**src/ozc_pkg.sv**
```systemverilog
`timescale 1ns / 1ps
// ----------------------------------------------------------------------------
// ozc_pkg
// Types, codes and fixed constants shared by the obstacle zone classifier.
// ----------------------------------------------------------------------------
package ozc_pkg;

    // Slope of the wedge lines, tan(pi/18) at scale 2^16
    localparam int KB_Q16 = 11556;

    // Zone counter slots
    localparam int NUM_ZONES = 13;
    typedef enum logic [3:0] {
        Z_DANGER,
        Z_ROUTE_S,
        Z_ROUTE_M,
        Z_PRED_S,
        Z_PRED_M,
        Z_BUFFER,
        Z_FRONT,
        Z_QLEFT,
        Z_QRIGHT,
        Z_REVOLUTE,
        Z_ASSIST,
        Z_BACK_L,
        Z_BACK_R
    } t_zone;

    // Input codes
    typedef enum logic [1:0] {
        TAG_OTHER  = 2'd0,
        TAG_SENSOR = 2'd1,
        TAG_MAP    = 2'd2
    } t_tag;

    typedef enum logic [1:0] {
        MOTION_STOP = 2'd0,
        MOTION_FWD  = 2'd1,
        MOTION_BWD  = 2'd2
    } t_motion;

    typedef enum logic [1:0] {
        TURN_BALANCED = 2'd0,
        TURN_LEFT     = 2'd1,
        TURN_RIGHT    = 2'd2
    } t_turn;

    // Configuration register indexes
    typedef enum logic [2:0] {
        CFG_HALF_LENGTH = 3'd0,
        CFG_HALF_WIDTH  = 3'd1,
        CFG_ROUTE       = 3'd2,
        CFG_PREDICT     = 3'd3,
        CFG_BUFFER      = 3'd4,
        CFG_FORE_SAFE   = 3'd5,
        CFG_ASSIST      = 3'd6,
        CFG_REVOLUTE    = 3'd7
    } t_cfg_idx;

    // Reset values of the configuration registers
    localparam logic [14:0] HALF_LENGTH_RST = 15'd350;
    localparam logic [14:0] HALF_WIDTH_RST  = 15'd250;
    localparam logic [29:0] ROUTE_SQ_RST    = 30'(5000 * 5000);
    localparam logic [29:0] PREDICT_SQ_RST  = 30'(10000 * 10000);
    localparam logic [29:0] BUFFER_SQ_RST   = 30'(2000 * 2000);
    localparam logic [29:0] FRONT_SQ_RST    = 30'(1000 * 1000);
    localparam logic [29:0] ASSIST_SQ_RST   = 30'(1000 * 1000);
    localparam logic [29:0] REVOLUTE_SQ_RST = 30'(500 * 500);

    // Depth of the queue between front and back
    localparam int QUEUE_DEPTH = 4;

    // Channel payloads
    typedef struct packed {
        logic signed [15:0] point_x_mm;
        logic signed [15:0] point_y_mm;
        logic [1:0]         source_tag;
        logic [1:0]         motion;
        logic [14:0]        danger_radius_mm;
        logic               last_point;
    } t_point;

    typedef struct packed {
        logic       danger_flag;
        logic       assist_flag;
        logic       route_sensor_flag;
        logic       route_chart_flag;
        logic       predict_sensor_flag;
        logic       predict_chart_flag;
        logic       buffer_flag;
        logic       fore_safe_flag;
        logic       spin_flag;
        logic       rear_left_flag;
        logic       rear_right_flag;
        logic [1:0] turn_hint;
    } t_result;

    typedef struct packed {
        logic [2:0]  index;
        logic [14:0] data;
    } t_cfg_write;

    // Live configuration, radii held squared
    typedef struct packed {
        logic [14:0] half_length;
        logic [14:0] half_width;
        logic [29:0] route_sq;
        logic [29:0] predict_sq;
        logic [29:0] buffer_sq;
        logic [29:0] front_sq;
        logic [29:0] assist_sq;
        logic [29:0] revolute_sq;
    } t_cfg;

    // Classified point travelling from front to back
    typedef struct packed {
        logic [NUM_ZONES-1:0] hits;
        logic                 last;
    } t_hit_item;

endpackage

```
**src/ozc_queue.sv**
```systemverilog
`timescale 1ns / 1ps
// ----------------------------------------------------------------------------
// ozc_queue
// Short queue of classified points between front and back.
// ----------------------------------------------------------------------------
module ozc_queue (
    input  logic               i_clk,
    input  logic               i_rst_n,
    input  logic               i_push,
    input  ozc_pkg::t_hit_item i_push_data,
    output logic               o_full,
    input  logic               i_pop,
    output logic               o_head_v,
    output ozc_pkg::t_hit_item o_head
);

    localparam int DEPTH = ozc_pkg::QUEUE_DEPTH;
    localparam int PTR_W = (DEPTH > 1) ? $clog2(DEPTH) : 1;
    localparam int CNT_W = $clog2(DEPTH + 1);

    ozc_pkg::t_hit_item r_mem [DEPTH];
    logic [PTR_W-1:0]   r_wptr;
    logic [PTR_W-1:0]   r_rptr;
    logic [CNT_W-1:0]   r_count;
    logic               w_pop;

    assign o_full   = r_count == CNT_W'(DEPTH);
    assign o_head_v = r_count != '0;
    assign o_head   = r_mem[r_rptr];
    assign w_pop    = i_pop && o_head_v;

    // Advance pointers and count
    always_ff @(posedge i_clk) begin
        if (!i_rst_n) begin
            r_wptr  <= '0;
            r_rptr  <= '0;
            r_count <= '0;
        end else begin
            if (i_push) begin
                r_wptr <= (r_wptr == PTR_W'(DEPTH - 1)) ? '0 : r_wptr + 1'b1;
            end
            if (w_pop) begin
                r_rptr <= (r_rptr == PTR_W'(DEPTH - 1)) ? '0 : r_rptr + 1'b1;
            end
            case ({i_push, w_pop})
                2'b10:   r_count <= r_count + 1'b1;
                2'b01:   r_count <= r_count - 1'b1;
                default: r_count <= r_count;
            endcase
        end
    end

    // Store a request
    always_ff @(posedge i_clk) begin
        if (i_push) begin
            r_mem[r_wptr] <= i_push_data;
        end
    end

    a_no_push_when_full: assert property (@(posedge i_clk) disable iff (!i_rst_n)
        !(i_push && o_full && !w_pop))
        else $error("queue written while full");

    a_count_bound: assert property (@(posedge i_clk) disable iff (!i_rst_n)
        r_count <= CNT_W'(DEPTH))
        else $error("queue count beyond depth");

endmodule

```
**config.mk**
```make
export PLATFORM = sky130hd
export DESIGN_NAME = ozc_queue
export DESIGN_NICKNAME = d
export VERILOG_FILES = /design/src/ozc_pkg.sv /design/src/ozc_queue.sv
export SDC_FILE = /design/constraint.sdc
export NUM_CORES = 1
export LEC_CHECK = 0
export BUFFER_PORTS_ARGS = -buffer_cell sky130_fd_sc_hd__buf_2
export CORE_MARGIN = 2
export CORE_UTILIZATION = 45
export DETAILED_ROUTE_END_ITERATION = 7
export HOLD_SLACK_MARGIN = 0.05
export MAX_ROUTING_LAYER = met4
export PLACE_DENSITY = 0.7
export SLEW_MARGIN = 20
export SYNTH_ARGS = -nofsm -noshare
export SYNTH_HDL_FRONTEND = slang
export SYNTH_SLANG_ARGS = --single-unit
```
**constraint.sdc**
```tcl
create_clock -name i_clk -period 2.6 [get_ports i_clk]
set_input_delay 0 -clock i_clk [delete_from_list [all_inputs] [get_ports i_clk]]
set_output_delay 0 -clock i_clk [all_outputs]
set_load 0.01 [all_outputs]
```
==> metrics.txt <==
# TYPE chip_impl_metric gauge
chip_impl_info{name="run_status",value="finished clean"} 1
chip_impl_info{name="critPathCaptureType",value="register"} 1
chip_impl_metric{name="initial_core_util",unit="%"} 46.31
chip_impl_metric{name="max-vdd-ir-drop",unit="V"} 0.0005875
chip_impl_metric{name="post_cts_buffers",unit=""} 0
chip_impl_metric{name="p_int",unit="mW"} 1.855
chip_impl_metric{name="ys_seq_elements",unit=""} 65
chip_impl_metric{name="grt_overflow_total",unit=""} 0
chip_impl_metric{name="maximum_number_of_pins_on_one_net_before_global_route_repair",unit=""} 15
chip_impl_metric{name="drt-initial-drc-count",unit=""} 97
chip_impl_metric{name="cellLeakagePower",unit="nW"} 1.101
chip_impl_metric{name="drt-vias-per-instance",unit=""} 4.942
chip_impl_metric{name="detail_route.wirelength",unit="um"} 3999
chip_impl_metric{name="power.share.clock",unit="%"} 28.0
chip_impl_metric{name="drt_drc_violations_left",unit=""} 0
chip_impl_info{name="commonest_non_fill_non_tap_cell_in_the_layout",value="edfxtp_1"} 1
chip_impl_metric{name="fillerInstances",unit=""} 424
chip_impl_metric{name="p_sw",unit="mW"} 0.6271
chip_impl_metric{name="synth-seq-area-share",unit="%"} 73.92
chip_impl_metric{name="antenna_found_initial",unit=""} 0
chip_impl_metric{name="critPathMaxFanout",unit=""} 5
chip_impl_info{name="grt_setup_unrepaired",value="false"} 1
chip_impl_metric{name="cap_viol_max_count",unit=""} 0
chip_impl_metric{name="clock_tree.buffer_depth",unit=""} 2
chip_impl_metric{name="globalplace.congestion",unit=""} 0.6894
chip_impl_metric{name="areaGrowthSynthToFinish",unit="%"} 21.76
chip_impl_metric{name="synthesis.area",unit="sq um"} 2519
chip_impl_metric{name="skew",unit="ns"} 0.007432
chip_impl_metric{name="timing.max_slew.rel_slack",unit="%"} 48.83
chip_impl_metric{name="cts_inserted_buffers",unit=""} 9
chip_impl_metric{name="pin_count",unit=""} 34
chip_impl_metric{name="max_fclk",unit="MHz"} 484.0
chip_impl_metric{name="floorplan.die.width",unit="um"} 78.82
chip_impl_metric{name="totalNegativeSetupSlack",unit="ns"} 0
chip_impl_metric{name="cts_resized",unit=""} 0
chip_impl_metric{name="critical-path-max-stage-delay",unit="ns"} 0.48
chip_impl_metric{name="ctsHtreeMaxLevel",unit=""} 3
chip_impl_metric{name="dieArea",unit="sq um"} 6212
chip_impl_metric{name="power.switching_fraction",unit="%"} 25.26
chip_impl_metric{name="arrival",unit="ns"} 2.31
chip_impl_metric{name="synth.lib_cells_used.distinct",unit=""} 25
chip_impl_metric{name="mappedNetlistNets",unit=""} 149
chip_impl_metric{name="clock_latency_on_the_worst_skew_pair",unit="ns"} 0.32
chip_impl_info{name="holdCritPathClass",value="primary input to register"} 1
chip_impl_metric{name="post-dp-hpwl",unit="um"} 2624
chip_impl_metric{name="route.antenna.remaining_nets",unit=""} 0
chip_impl_metric{name="fin_cells",unit=""} 259
chip_impl_metric{name="std_cell_core_area",unit="sq um"} 5439
chip_impl_metric{name="critPathRequiredTime",unit="ns"} 2.84
chip_impl_metric{name="track_usage",unit="%"} 15.10
chip_impl_metric{name="pwr_density_cell",unit="nW/um^2"} 809.5
chip_impl_info{name="setup.worst_path.start_class",value="register"} 1
chip_impl_metric{name="buffer_ports.inserted",unit=""} 33
chip_impl_metric{name="pre_antenna_drt_iters",unit=""} 4
chip_impl_metric{name="post_cts_hold_buffer_count",unit=""} 16
chip_impl_metric{name="slew_at_the_pin_with_the_worst_max_slew_slack",unit="ns"} 0.7676
chip_impl_metric{name="hold_violations",unit=""} 0
chip_impl_metric{name="grt_first_pass_wirelength",unit="um"} 6575
chip_impl_metric{name="routed-via-count",unit=""} 1280
chip_impl_metric{name="cts.sinks",unit=""} 65
chip_impl_metric{name="total_power",unit="mW"} 2.483
chip_impl_metric{name="finalSetupViolations",unit=""} 0
chip_impl_info{name="mostFrequentLayoutCells",value="56 x edfxtp_1, 33 x buf_2, 16 x dlygate4sd3_1, 10 x mux4_2, 10 x clkbuf_8"} 1
chip_impl_metric{name="final_nets",unit=""} 207
chip_impl_metric{name="place.detailed.instances",unit=""} 227
chip_impl_info{name="tritoncts",value="built"} 1
chip_impl_metric{name="diodes",unit=""} 0
chip_impl_metric{name="synth.yosys.warnings",unit=""} 0
chip_impl_metric{name="floorplan.die.height",unit="um"} 78.82
chip_impl_metric{name="post_drt_wl_per_cell",unit="um"} 15.44
chip_impl_metric{name="pwr-share-comb",unit="%"} 20.3
chip_impl_info{name="critical-path-slowest-cell",value="o31ai_1"} 1
chip_impl_info{name="criticalPathCategory",value="register to register"} 1
chip_impl_metric{name="post-route-min-period",unit="ns"} 2.066
chip_impl_info{name="critical_path.cell_chain",value="o31ai_1 > inv_1 > ha_1 > inv_1 > fa_1 > xor2_1 > or3_1 > a21boi_0"} 1
chip_impl_metric{name="via_count_of_the_first_global_routing_pass",unit=""} 1372
chip_impl_info{name="clock-root-buffer",value="clkbuf_8"} 1
chip_impl_metric{name="fin_crit_sh",unit="%"} 79.47
chip_impl_metric{name="postSynthAreaPerCell",unit="sq um"} 20.31
chip_impl_metric{name="rows",unit=""} 27
chip_impl_metric{name="cts.reportedPaths.clkPinSlew",unit="ns"} 0.06
chip_impl_metric{name="drv_slew",unit=""} 0
chip_impl_metric{name="drive_above_1_share",unit="%"} 29.41
chip_impl_metric{name="postSynthCellCount",unit=""} 124
chip_impl_info{name="timing.critical_path.mode_cell",value="inv_1"} 1
chip_impl_metric{name="power_frac_seq",unit="%"} 51.7
## Yosys cell counts
library cell,number,share of area [%]
a21boi_0,1,0.30
a21oi_1,1,0.20
and2_1,6,1.5
and3_1,1,0.25
buf_12,1,0.79
buf_2,1,0.20
buf_6,1,0.45
dfxtp_1,9,7.2
edfxtp_1,56,67
fa_1,1,0.79
ha_1,6,3.0
inv_1,7,1.0
mux2i_1,1,0.40
mux4_1,4,4.2
mux4_2,10,8.9
nand2_1,3,0.45
nand3_1,2,0.40
nor2_1,1,0.15
nor2b_1,2,0.50
nor3b_1,1,0.30
o21ai_0,4,0.79
o31ai_1,1,0.30
or3_1,2,0.50
xnor2_1,1,0.35
xor2_1,1,0.35
## cell type report
type                            instances  area [sq um]  share of cell area, %
Sequential cell                        65          1862                  60.71
Multi-Input combinational cell         49         594.3                  19.38
Clock buffer                           15         156.4                  5.100
Timing Repair Buffer                   50         332.8                  10.85
Inverter                                7         26.28                 0.8568
Clock inverter                          1         5.005                 0.1632
Tap cell                               72         90.09                  2.938
## registers in the layout (all words and copies together) (netlist names), named ones only
signal / flops
r_wptr: 2
r_rptr: 2
r_count: 3
r_mem: 56
## stage by stage
step                util, %  cell area, sq um  hold slack [ns]  setup WS (ns)
floorplan                 -              2519          0.09887         0.8083
global route          56.38              3067           0.1692         0.2871
global placement      50.47              2745           0.2103         0.7528
finish                56.38              3067           0.1269         0.5338
detailed placement    50.47              2745           0.2184         0.5529
CTS                   56.38              3067          0.08874         0.5513
## power by group through the flow
stage          clock network (mW)  registers [mW]  logic, mW
2_1_floorplan                   0            1.26      0.397
3_3_place_gp                    0            1.30      0.477
3_5_place_dp                    0            1.31      0.494
4_1_cts                     0.722            1.28      0.514
5_1_grt                     0.765            1.30      0.553
6_report                    0.696            1.28      0.505
## kinds of logic (layout without fill, tap and decap cells)
| group | count (synthesis) | in the layout | share of synthesized area [%] |
|---|---|---|---|
| buffers and inverters | 10 | 73 | 2.484 |
| xor gates and xnor gates | 2 | 2 | 0.6956 |
| DFF | 65 | 65 | 73.92 |
| adders and majority gates | 7 | 7 | 3.775 |
| and+or+nand+nor | 18 | 18 | 4.024 |
| AOI/OAI and AO/OA | 7 | 7 | 1.590 |
| muxes | 15 | 15 | 13.51 |
## critical path: cells and delay by family, from the launching register on
kind	cells	cell delay, ns
xor gates and xnor gates	1	0.08
AOI/OAI and AO/OA	2	0.66
buffers and inverters	2	0.18
adders and majority gates	2	0.42
DFF	1	0.35
and+or+nand+nor	1	0.30
## metal layers
metal	share of wire (%)	track usage, %	wire length, um	vias up
li1	-	-	-	602
met1	40	17.23	1617	634
met2	53	24.70	2104	39
met3	5.1	4.773	205	5
met4	1.8	6.724	71	0
met5	0	-	0	-
## path summary, 6_finish.rpt
check,startpoint,endpoint,slack (ns),cells after the start
max,r_count[0]$_SDFFE_PN0P_,r_count[2]$_SDFFE_PN0P_,0.53,8
min,i_pop,r_rptr[0]$_SDFFE_PN0N_,0.13,3
max reg2reg,r_count[0]$_SDFFE_PN0P_,r_count[2]$_SDFFE_PN0P_,0.53,8
min reg2reg,r_count[2]$_SDFFE_PN0P_,r_count[2]$_SDFFE_PN0P_,0.55,2
(Power assumes the default switching activity.)
