===== src/ozc_pkg.sv =====
`timescale 1ns / 1ps
// ----------------------------------------------------------------------------
// ozc_pkg
// Types, codes and fixed constants shared by the obstacle zone classifier.
// ----------------------------------------------------------------------------
package ozc_pkg;

    // Slope of the wedge lines, tan(pi/18) at scale 2^16
    localparam int KB_Q16 = 11556;

    // Zone counter slots
    localparam int NUM_ZONES = 13;
    typedef enum logic [3:0] {
        Z_DANGER,
        Z_ROUTE_S,
        Z_ROUTE_M,
        Z_PRED_S,
        Z_PRED_M,
        Z_BUFFER,
        Z_FRONT,
        Z_QLEFT,
        Z_QRIGHT,
        Z_REVOLUTE,
        Z_ASSIST,
        Z_BACK_L,
        Z_BACK_R
    } t_zone;

    // Input codes
    typedef enum logic [1:0] {
        TAG_OTHER  = 2'd0,
        TAG_SENSOR = 2'd1,
        TAG_MAP    = 2'd2
    } t_tag;

    typedef enum logic [1:0] {
        MOTION_STOP = 2'd0,
        MOTION_FWD  = 2'd1,
        MOTION_BWD  = 2'd2
    } t_motion;

    typedef enum logic [1:0] {
        TURN_BALANCED = 2'd0,
        TURN_LEFT     = 2'd1,
        TURN_RIGHT    = 2'd2
    } t_turn;

    // Configuration register indexes
    typedef enum logic [2:0] {
        CFG_HALF_LENGTH = 3'd0,
        CFG_HALF_WIDTH  = 3'd1,
        CFG_ROUTE       = 3'd2,
        CFG_PREDICT     = 3'd3,
        CFG_BUFFER      = 3'd4,
        CFG_FORE_SAFE   = 3'd5,
        CFG_ASSIST      = 3'd6,
        CFG_REVOLUTE    = 3'd7
    } t_cfg_idx;

    // Reset values of the configuration registers
    localparam logic [14:0] HALF_LENGTH_RST = 15'd350;
    localparam logic [14:0] HALF_WIDTH_RST  = 15'd250;
    localparam logic [29:0] ROUTE_SQ_RST    = 30'(5000 * 5000);
    localparam logic [29:0] PREDICT_SQ_RST  = 30'(10000 * 10000);
    localparam logic [29:0] BUFFER_SQ_RST   = 30'(2000 * 2000);
    localparam logic [29:0] FRONT_SQ_RST    = 30'(1000 * 1000);
    localparam logic [29:0] ASSIST_SQ_RST   = 30'(1000 * 1000);
    localparam logic [29:0] REVOLUTE_SQ_RST = 30'(500 * 500);

    // Depth of the queue between front and back
    localparam int QUEUE_DEPTH = 4;

    // Channel payloads
    typedef struct packed {
        logic signed [15:0] point_x_mm;
        logic signed [15:0] point_y_mm;
        logic [1:0]         source_tag;
        logic [1:0]         motion;
        logic [14:0]        danger_radius_mm;
        logic               last_point;
    } t_point;

    typedef struct packed {
        logic       danger_flag;
        logic       assist_flag;
        logic       route_sensor_flag;
        logic       route_chart_flag;
        logic       predict_sensor_flag;
        logic       predict_chart_flag;
        logic       buffer_flag;
        logic       fore_safe_flag;
        logic       spin_flag;
        logic       rear_left_flag;
        logic       rear_right_flag;
        logic [1:0] turn_hint;
    } t_result;

    typedef struct packed {
        logic [2:0]  index;
        logic [14:0] data;
    } t_cfg_write;

    // Live configuration, radii held squared
    typedef struct packed {
        logic [14:0] half_length;
        logic [14:0] half_width;
        logic [29:0] route_sq;
        logic [29:0] predict_sq;
        logic [29:0] buffer_sq;
        logic [29:0] front_sq;
        logic [29:0] assist_sq;
        logic [29:0] revolute_sq;
    } t_cfg;

    // Classified point travelling from front to back
    typedef struct packed {
        logic [NUM_ZONES-1:0] hits;
        logic                 last;
    } t_hit_item;

endpackage


===== src/ozc_stream_if.sv =====
`timescale 1ns / 1ps
// ----------------------------------------------------------------------------
// ozc_stream_if
// Valid/ready channel carrying one request payload of a chosen type.
// ----------------------------------------------------------------------------
interface ozc_stream_if #(
    parameter type t_payload = logic
);
    logic     valid;
    logic     ready;
    t_payload payload;

    modport source (output valid, output payload, input ready);
    modport sink   (input valid, input payload, output ready);
endinterface


===== src/ozc_back.sv =====
`timescale 1ns / 1ps
// ----------------------------------------------------------------------------
// ozc_back
// Saturating zone counters; emits flags and turn hint on the last point.
// ----------------------------------------------------------------------------
module ozc_back #(
    parameter int MAX_POINTS = 65536
) (
    input  logic               i_clk,
    input  logic               i_rst_n,
    input  logic               i_head_v,
    input  ozc_pkg::t_hit_item i_head,
    output logic               o_pop,
    ozc_stream_if.source       o_result
);

    localparam int CNT_W = $clog2(MAX_POINTS + 1);
    localparam int NZ    = ozc_pkg::NUM_ZONES;

    logic [CNT_W-1:0]  r_cnt [NZ];
    logic [CNT_W-1:0]  n_cnt [NZ];
    logic              r_ov;
    ozc_pkg::t_result  r_res;
    ozc_pkg::t_result  w_res;
    logic              w_pop;
    logic              w_close;

    // Take a request unless it closes a cloud while the result is held
    assign w_pop   = i_head_v && (!i_head.last || !r_ov || o_result.ready);
    assign w_close = w_pop && i_head.last;
    assign o_pop   = w_pop;

    // Next counts, including the popped point
    always_comb begin
        for (int z = 0; z < NZ; z++) begin
            n_cnt[z] = r_cnt[z];
            if (w_pop && i_head.hits[z] &&
                ({1'b0, r_cnt[z]} < (CNT_W + 1)'(MAX_POINTS))) begin
                n_cnt[z] = r_cnt[z] + 1'b1;
            end
        end
    end

    // Flags from the final counts
    always_comb begin
        w_res.danger_flag         = n_cnt[ozc_pkg::Z_DANGER] != '0;
        w_res.assist_flag         = {2'b00, n_cnt[ozc_pkg::Z_ASSIST]} > (CNT_W + 2)'(2);
        w_res.route_sensor_flag   = n_cnt[ozc_pkg::Z_ROUTE_S] != '0;
        w_res.route_chart_flag    = n_cnt[ozc_pkg::Z_ROUTE_M] != '0;
        w_res.predict_sensor_flag = n_cnt[ozc_pkg::Z_PRED_S] != '0;
        w_res.predict_chart_flag  = n_cnt[ozc_pkg::Z_PRED_M] != '0;
        w_res.buffer_flag         = {2'b00, n_cnt[ozc_pkg::Z_BUFFER]} > (CNT_W + 2)'(2);
        w_res.fore_safe_flag      = n_cnt[ozc_pkg::Z_FRONT] != '0;
        w_res.spin_flag           = {2'b00, n_cnt[ozc_pkg::Z_REVOLUTE]} > (CNT_W + 2)'(2);
        w_res.rear_left_flag      = n_cnt[ozc_pkg::Z_BACK_L] != '0;
        w_res.rear_right_flag     = n_cnt[ozc_pkg::Z_BACK_R] != '0;
        if (n_cnt[ozc_pkg::Z_QLEFT] > n_cnt[ozc_pkg::Z_QRIGHT]) begin
            w_res.turn_hint = ozc_pkg::TURN_LEFT;
        end else if (n_cnt[ozc_pkg::Z_QLEFT] < n_cnt[ozc_pkg::Z_QRIGHT]) begin
            w_res.turn_hint = ozc_pkg::TURN_RIGHT;
        end else begin
            w_res.turn_hint = ozc_pkg::TURN_BALANCED;
        end
    end

    // Update counters, drop them after a cloud closes; hold the result
    always_ff @(posedge i_clk) begin
        if (!i_rst_n) begin
            for (int z = 0; z < NZ; z++) begin
                r_cnt[z] <= '0;
            end
            r_ov <= 1'b0;
        end else begin
            for (int z = 0; z < NZ; z++) begin
                r_cnt[z] <= w_close ? '0 : n_cnt[z];
            end
            if (w_close) begin
                r_ov <= 1'b1;
            end else if (o_result.ready) begin
                r_ov <= 1'b0;
            end
        end
    end

    always_ff @(posedge i_clk) begin
        if (w_close) begin
            r_res <= w_res;
        end
    end

    assign o_result.valid   = r_ov;
    assign o_result.payload = r_res;

    a_close_shows_result: assert property (@(posedge i_clk) disable iff (!i_rst_n)
        w_close |=> r_ov)
        else $error("closed cloud without a result");

    a_close_clears: assert property (@(posedge i_clk) disable iff (!i_rst_n)
        w_close |=> (r_cnt[ozc_pkg::Z_DANGER] == '0) && (r_cnt[ozc_pkg::Z_BUFFER] == '0) &&
                    (r_cnt[ozc_pkg::Z_QLEFT] == '0))
        else $error("counters not cleared after last point");

    a_no_overwrite: assert property (@(posedge i_clk) disable iff (!i_rst_n)
        (r_ov && !o_result.ready) |-> !w_close)
        else $error("pending result overwritten");

    a_saturate: assert property (@(posedge i_clk) disable iff (!i_rst_n)
        {1'b0, r_cnt[ozc_pkg::Z_ASSIST]} <= (CNT_W + 1)'(MAX_POINTS))
        else $error("counter beyond saturation");

endmodule


===== src/flat_wrapper.sv =====
// flat-port wrapper written by rule: the top's interface ports become plain ports
module ozc_back_flat 
#(
    parameter int MAX_POINTS = 65536
)
  (i_clk, i_rst_n, i_head_v, i_head, o_pop, o_result_valid, o_result_payload, o_result_ready);
  ozc_stream_if o_result_i ();
  input  logic i_clk;
  input  logic i_rst_n;
  input  logic i_head_v;
  input  ozc_pkg::t_hit_item i_head;
  output logic o_pop;
  output wire logic [$bits(o_result_i.valid)-1:0] o_result_valid;
  output wire logic [$bits(o_result_i.payload)-1:0] o_result_payload;
  input wire logic [$bits(o_result_i.ready)-1:0] o_result_ready;
  assign o_result_valid = o_result_i.valid;
  assign o_result_payload = o_result_i.payload;
  assign o_result_i.ready = o_result_ready;
  ozc_back #(.MAX_POINTS(MAX_POINTS)) u_core (.i_clk(i_clk), .i_rst_n(i_rst_n), .i_head_v(i_head_v), .i_head(i_head), .o_pop(o_pop), .o_result(o_result_i));
endmodule

===== config.mk =====
export PLATFORM = sky130hd
export DESIGN_NAME = ozc_back_flat
export DESIGN_NICKNAME = d
export VERILOG_FILES = /design/src/ozc_pkg.sv /design/src/ozc_stream_if.sv /design/src/ozc_back.sv /design/src/flat_wrapper.sv
export SDC_FILE = /design/constraint.sdc
export NUM_CORES = 1
export LEC_CHECK = 0
export BUFFER_PORTS_ARGS = -buffer_cell sky130_fd_sc_hd__buf_4
export CAP_MARGIN = 20
export CORE_ASPECT_RATIO = 0.8
export CORE_MARGIN = 8
export CORE_UTILIZATION = 53
export DETAILED_ROUTE_END_ITERATION = 16
export PLACE_DENSITY = 0.79
export SLEW_MARGIN = 0
export SYNTH_ARGS = -nofsm -noshare
export SYNTH_HDL_FRONTEND = slang
export SYNTH_SLANG_ARGS = --single-unit

===== constraint.sdc =====
create_clock -name i_clk -period 2.85 [get_ports i_clk]
set_input_delay 0.285 -clock i_clk [delete_from_list [all_inputs] [get_ports i_clk]]
set_output_delay 0.285 -clock i_clk [all_outputs]
set_load 0.01 [all_outputs]

==> flow_metrics.tcl <==
set metrics [dict create \
    required_ns 2.91 \
    setup.worst_path.start_class "register" \
    yosysTopAreaCellShare_pct 30.8 \
    power_w 0.000968 \
    yosys-top-cells-area "dfxtp_1 31%, ha_1 10%, nand2_1 5.8%" \
    die_w_um 89.3 \
    postLayoutCoreUtil_pct 70.2 \
    track_usage_pct 17.5 \
    clock_skew_ns 0.00895 \
    r2r_slack_ns -0.03 \
    cp_max_fo 8 \
    r2r_end "u_core.o_result.payload" \
    place_congestion 0.879 \
    arrival_ns 2.95 \
    path_delay_family "simple AND/OR/NAND/NOR gates" \
    start_util_pct 54.8 \
    clk_pin_slew_worst_paths_ns 0.08 \
    drc_errors 0 \
    synth_flop_cell "dfxtp_1" \
    wl_um 6230 \
    clkLatencyLatePin_ns 0.30 \
    min_period_ns 2.88 \
    worstSetupPathType "reg2reg" \
    grt_pass1_wl_um 8960 \
    path_cells "nand3b_1 > nand4_1 > buf_6 > or3_1 > nand2_1 > ha_4 > a21oi_2 > o21ai_0 > a221o_1 > a22o_1" \
    cp-end-kind "register" \
    root_buffer "clkbuf_8" \
    die_area_sq_um 6660 \
    clkPwrFrac_pct 37.4 \
    switching_power_w 0.000244 \
    cp_slowest_cell "dfxtp_4" \
    combPwrFrac_pct 9.3 \
    hold_buffers 0 \
    area_growth_pct 28.0 \
    slowest_delay_ns 0.36 \
    p_sw_share_pct 25.2 \
    setup_tns_ns -0.0344 \
    dp_hpwl_um 4230 \
    hold_path_class "in2reg" \
    routedWlPerCell_um 16.7 \
    cts_sinks 36 \
    fin_crit_sh_pct 101 \
    ir_worst_vdd_uv 247 \
    maxCapViolations 0 \
    leakage_nw 1.18 \
    worst_r2r_startpoint "u_core.o_result.valid" \
    holdPathStages 3 \
    clk_path_buf_depth 2 \
    yosysSeqAreaShare_pct 32.1 \
    die_h_um 74.6 \
    antenna_found_initial 0 \
    path_buf_inv 1 \
    p_int_w 0.000724 \
    yosys.area.top_type "dfxtp_1" \
    nNetsFinal 353 \
    vias 2201 \
    num_rows 21 \
    synth_enable_flop_cells 1 \
    fin_area_sq_um 2910 \
    grt_pass1_vias 1964 \
    setup_viol 1 \
    diodes 0 \
    yosysWarningCount 0 \
    dr.pass1.iters 7 \
    tritoncts "yes" \
    synth-seq-cells 36 \
    core_sq_um 4150 \
    min-delay-start "i_rst_n" \
    routed_via_density 5.89 \
    netlist_instances 275 \
    drv_slew 0 \
    drtIter0Drc 103 \
    reg2reg_depth 10 \
    ys_types 43 \
    seq_power_share_pct 53.3 \
    drive_above_1_share_pct 30.0 \
    ys_async_sr_fraction_pct 0 \
    cts_buffers 5 \
    relSlewSlack_pct 59.7 \
    io_pins 21 \
    violations "setup timing" \
    grt_max_degree 27 \
    dpl_cell_area_sq_um 2560 \
    max_freq_mhz 347 \
    finalHoldViolCount 0 \
    ant_nets 0 \
    fin_cells 374 \
    fin_ws_ns -0.0344 \
    power.density_nw_per_um2 332 \
    overflow 0 \
    avgSynthCellArea_sq_um 8.28 \
    synth_commonest_cells "35 x dfxtp_1, 35 x nand2_1, 24 x a21oi_1, 19 x ha_1, 18 x nand4_1" \
    min_to "u_core.o_result.valid" \
    htreeDepth 2 \
    status "finished with violations" \
    dp.cells 357 \
    io_buffers 9 \
    worstMarginPinSlew_ns 0.604 \
    synth_area_sq_um 2280 \
    synth_nets 312 \
]
layout by cell type, fill, tap and decap left out, drive strengths merged, types with 6 or more instances in the layout:
cell,n
nand3,8
a21oi,24
o31ai,8
buf,44
and3,7
nor2,9
clkbuf,7
dfxtp,35
nand4,18
xnor2,9
o21ai,9
nand2,35
and2,12
ha,19
inv,12
or4,6
worst max-delay path by stage:
| stage | from | endpoint | cells past startpoint |
|---|---|---|---|
| 2_1_floorplan | u_core.o_result.valid | u_core.o_result.payload | 11 |
| 3_3_place_gp | i_head[8] | u_core.o_result.payload | 10 |
| 3_5_place_dp | i_head[8] | u_core.o_result.payload | 10 |
| 4_1_cts | u_core.o_result.valid | u_core.o_result.payload | 11 |
| 5_1_grt | u_core.o_result.valid | u_core.o_result.payload | 10 |
| 6_report | u_core.o_result.valid | u_core.o_result.payload | 10 |
layout make-up:
type,instances,area (sq um)
Fill cell,356,1240
Multi-Input combinational cell,217,1640
Sequential cell,36,739
Clock buffer,7,76.3
Inverter,12,45.0
Tap cell,57,71.3
Clock inverter,1,5.00
Timing Repair Buffer,44,334
tightest hold or removal path: stages:
cell and delay [ns]:
buf_4 0.10, inv_1 0.08, a21oi_1 0.05
logic make-up after synthesis:
kind of cell | count (synthesis) | share of synthesized area, %
compound gates | 55 | 15.1
xor+xnor | 13 | 5.00
fa+ha+maj | 19 | 10.4
buf+inv | 22 | 4.12
flops | 36 | 32.1
mux | 5 | 2.25
simple gates | 125 | 31.0
through the flow:
step,setup WS [ns],hold WS (ns)
after global placement,-0.0498,0.472
after detailed placement,-0.0653,0.481
after floorplan,0.0631,0.436
final,-0.0344,0.262
after global routing,-0.132,0.291
after CTS,0.000289,0.268
layer usage:
metal  track usage [%]  share of wire [%]
met1              22.0                 46
met2              27.8                 49
met3              4.58                4.3
met4              6.80                1.0
met5                 0                  0
sequential cells by signal (all words and copies together), names as in the netlist:
register                 cells
u_core.o_result.payload      1
u_core.o_result.valid        1
u_core.r_cnt                34
repair_timing:
action                                  in CTS  in global routing
buffers inserted                             1                  8
resized for setup                            5                 38
pin swaps                                    1                 21
cloned                                       0                  0
endpoints found under the setup margin       1                  1
endpoints found under the hold margin        0                  0
power groups by stage:
stage                     Clock [W]  Combinational (W)  Sequential, W
after CTS                  0.000368          0.0000845       0.000514
after global routing       0.000383          0.0000975       0.000516
after global placement            0          0.0000815       0.000526
final                      0.000362          0.0000903       0.000515
after floorplan                   0          0.0000463       0.000527
after detailed placement          0          0.0000835       0.000525
(Power assumes the default switching activity.)
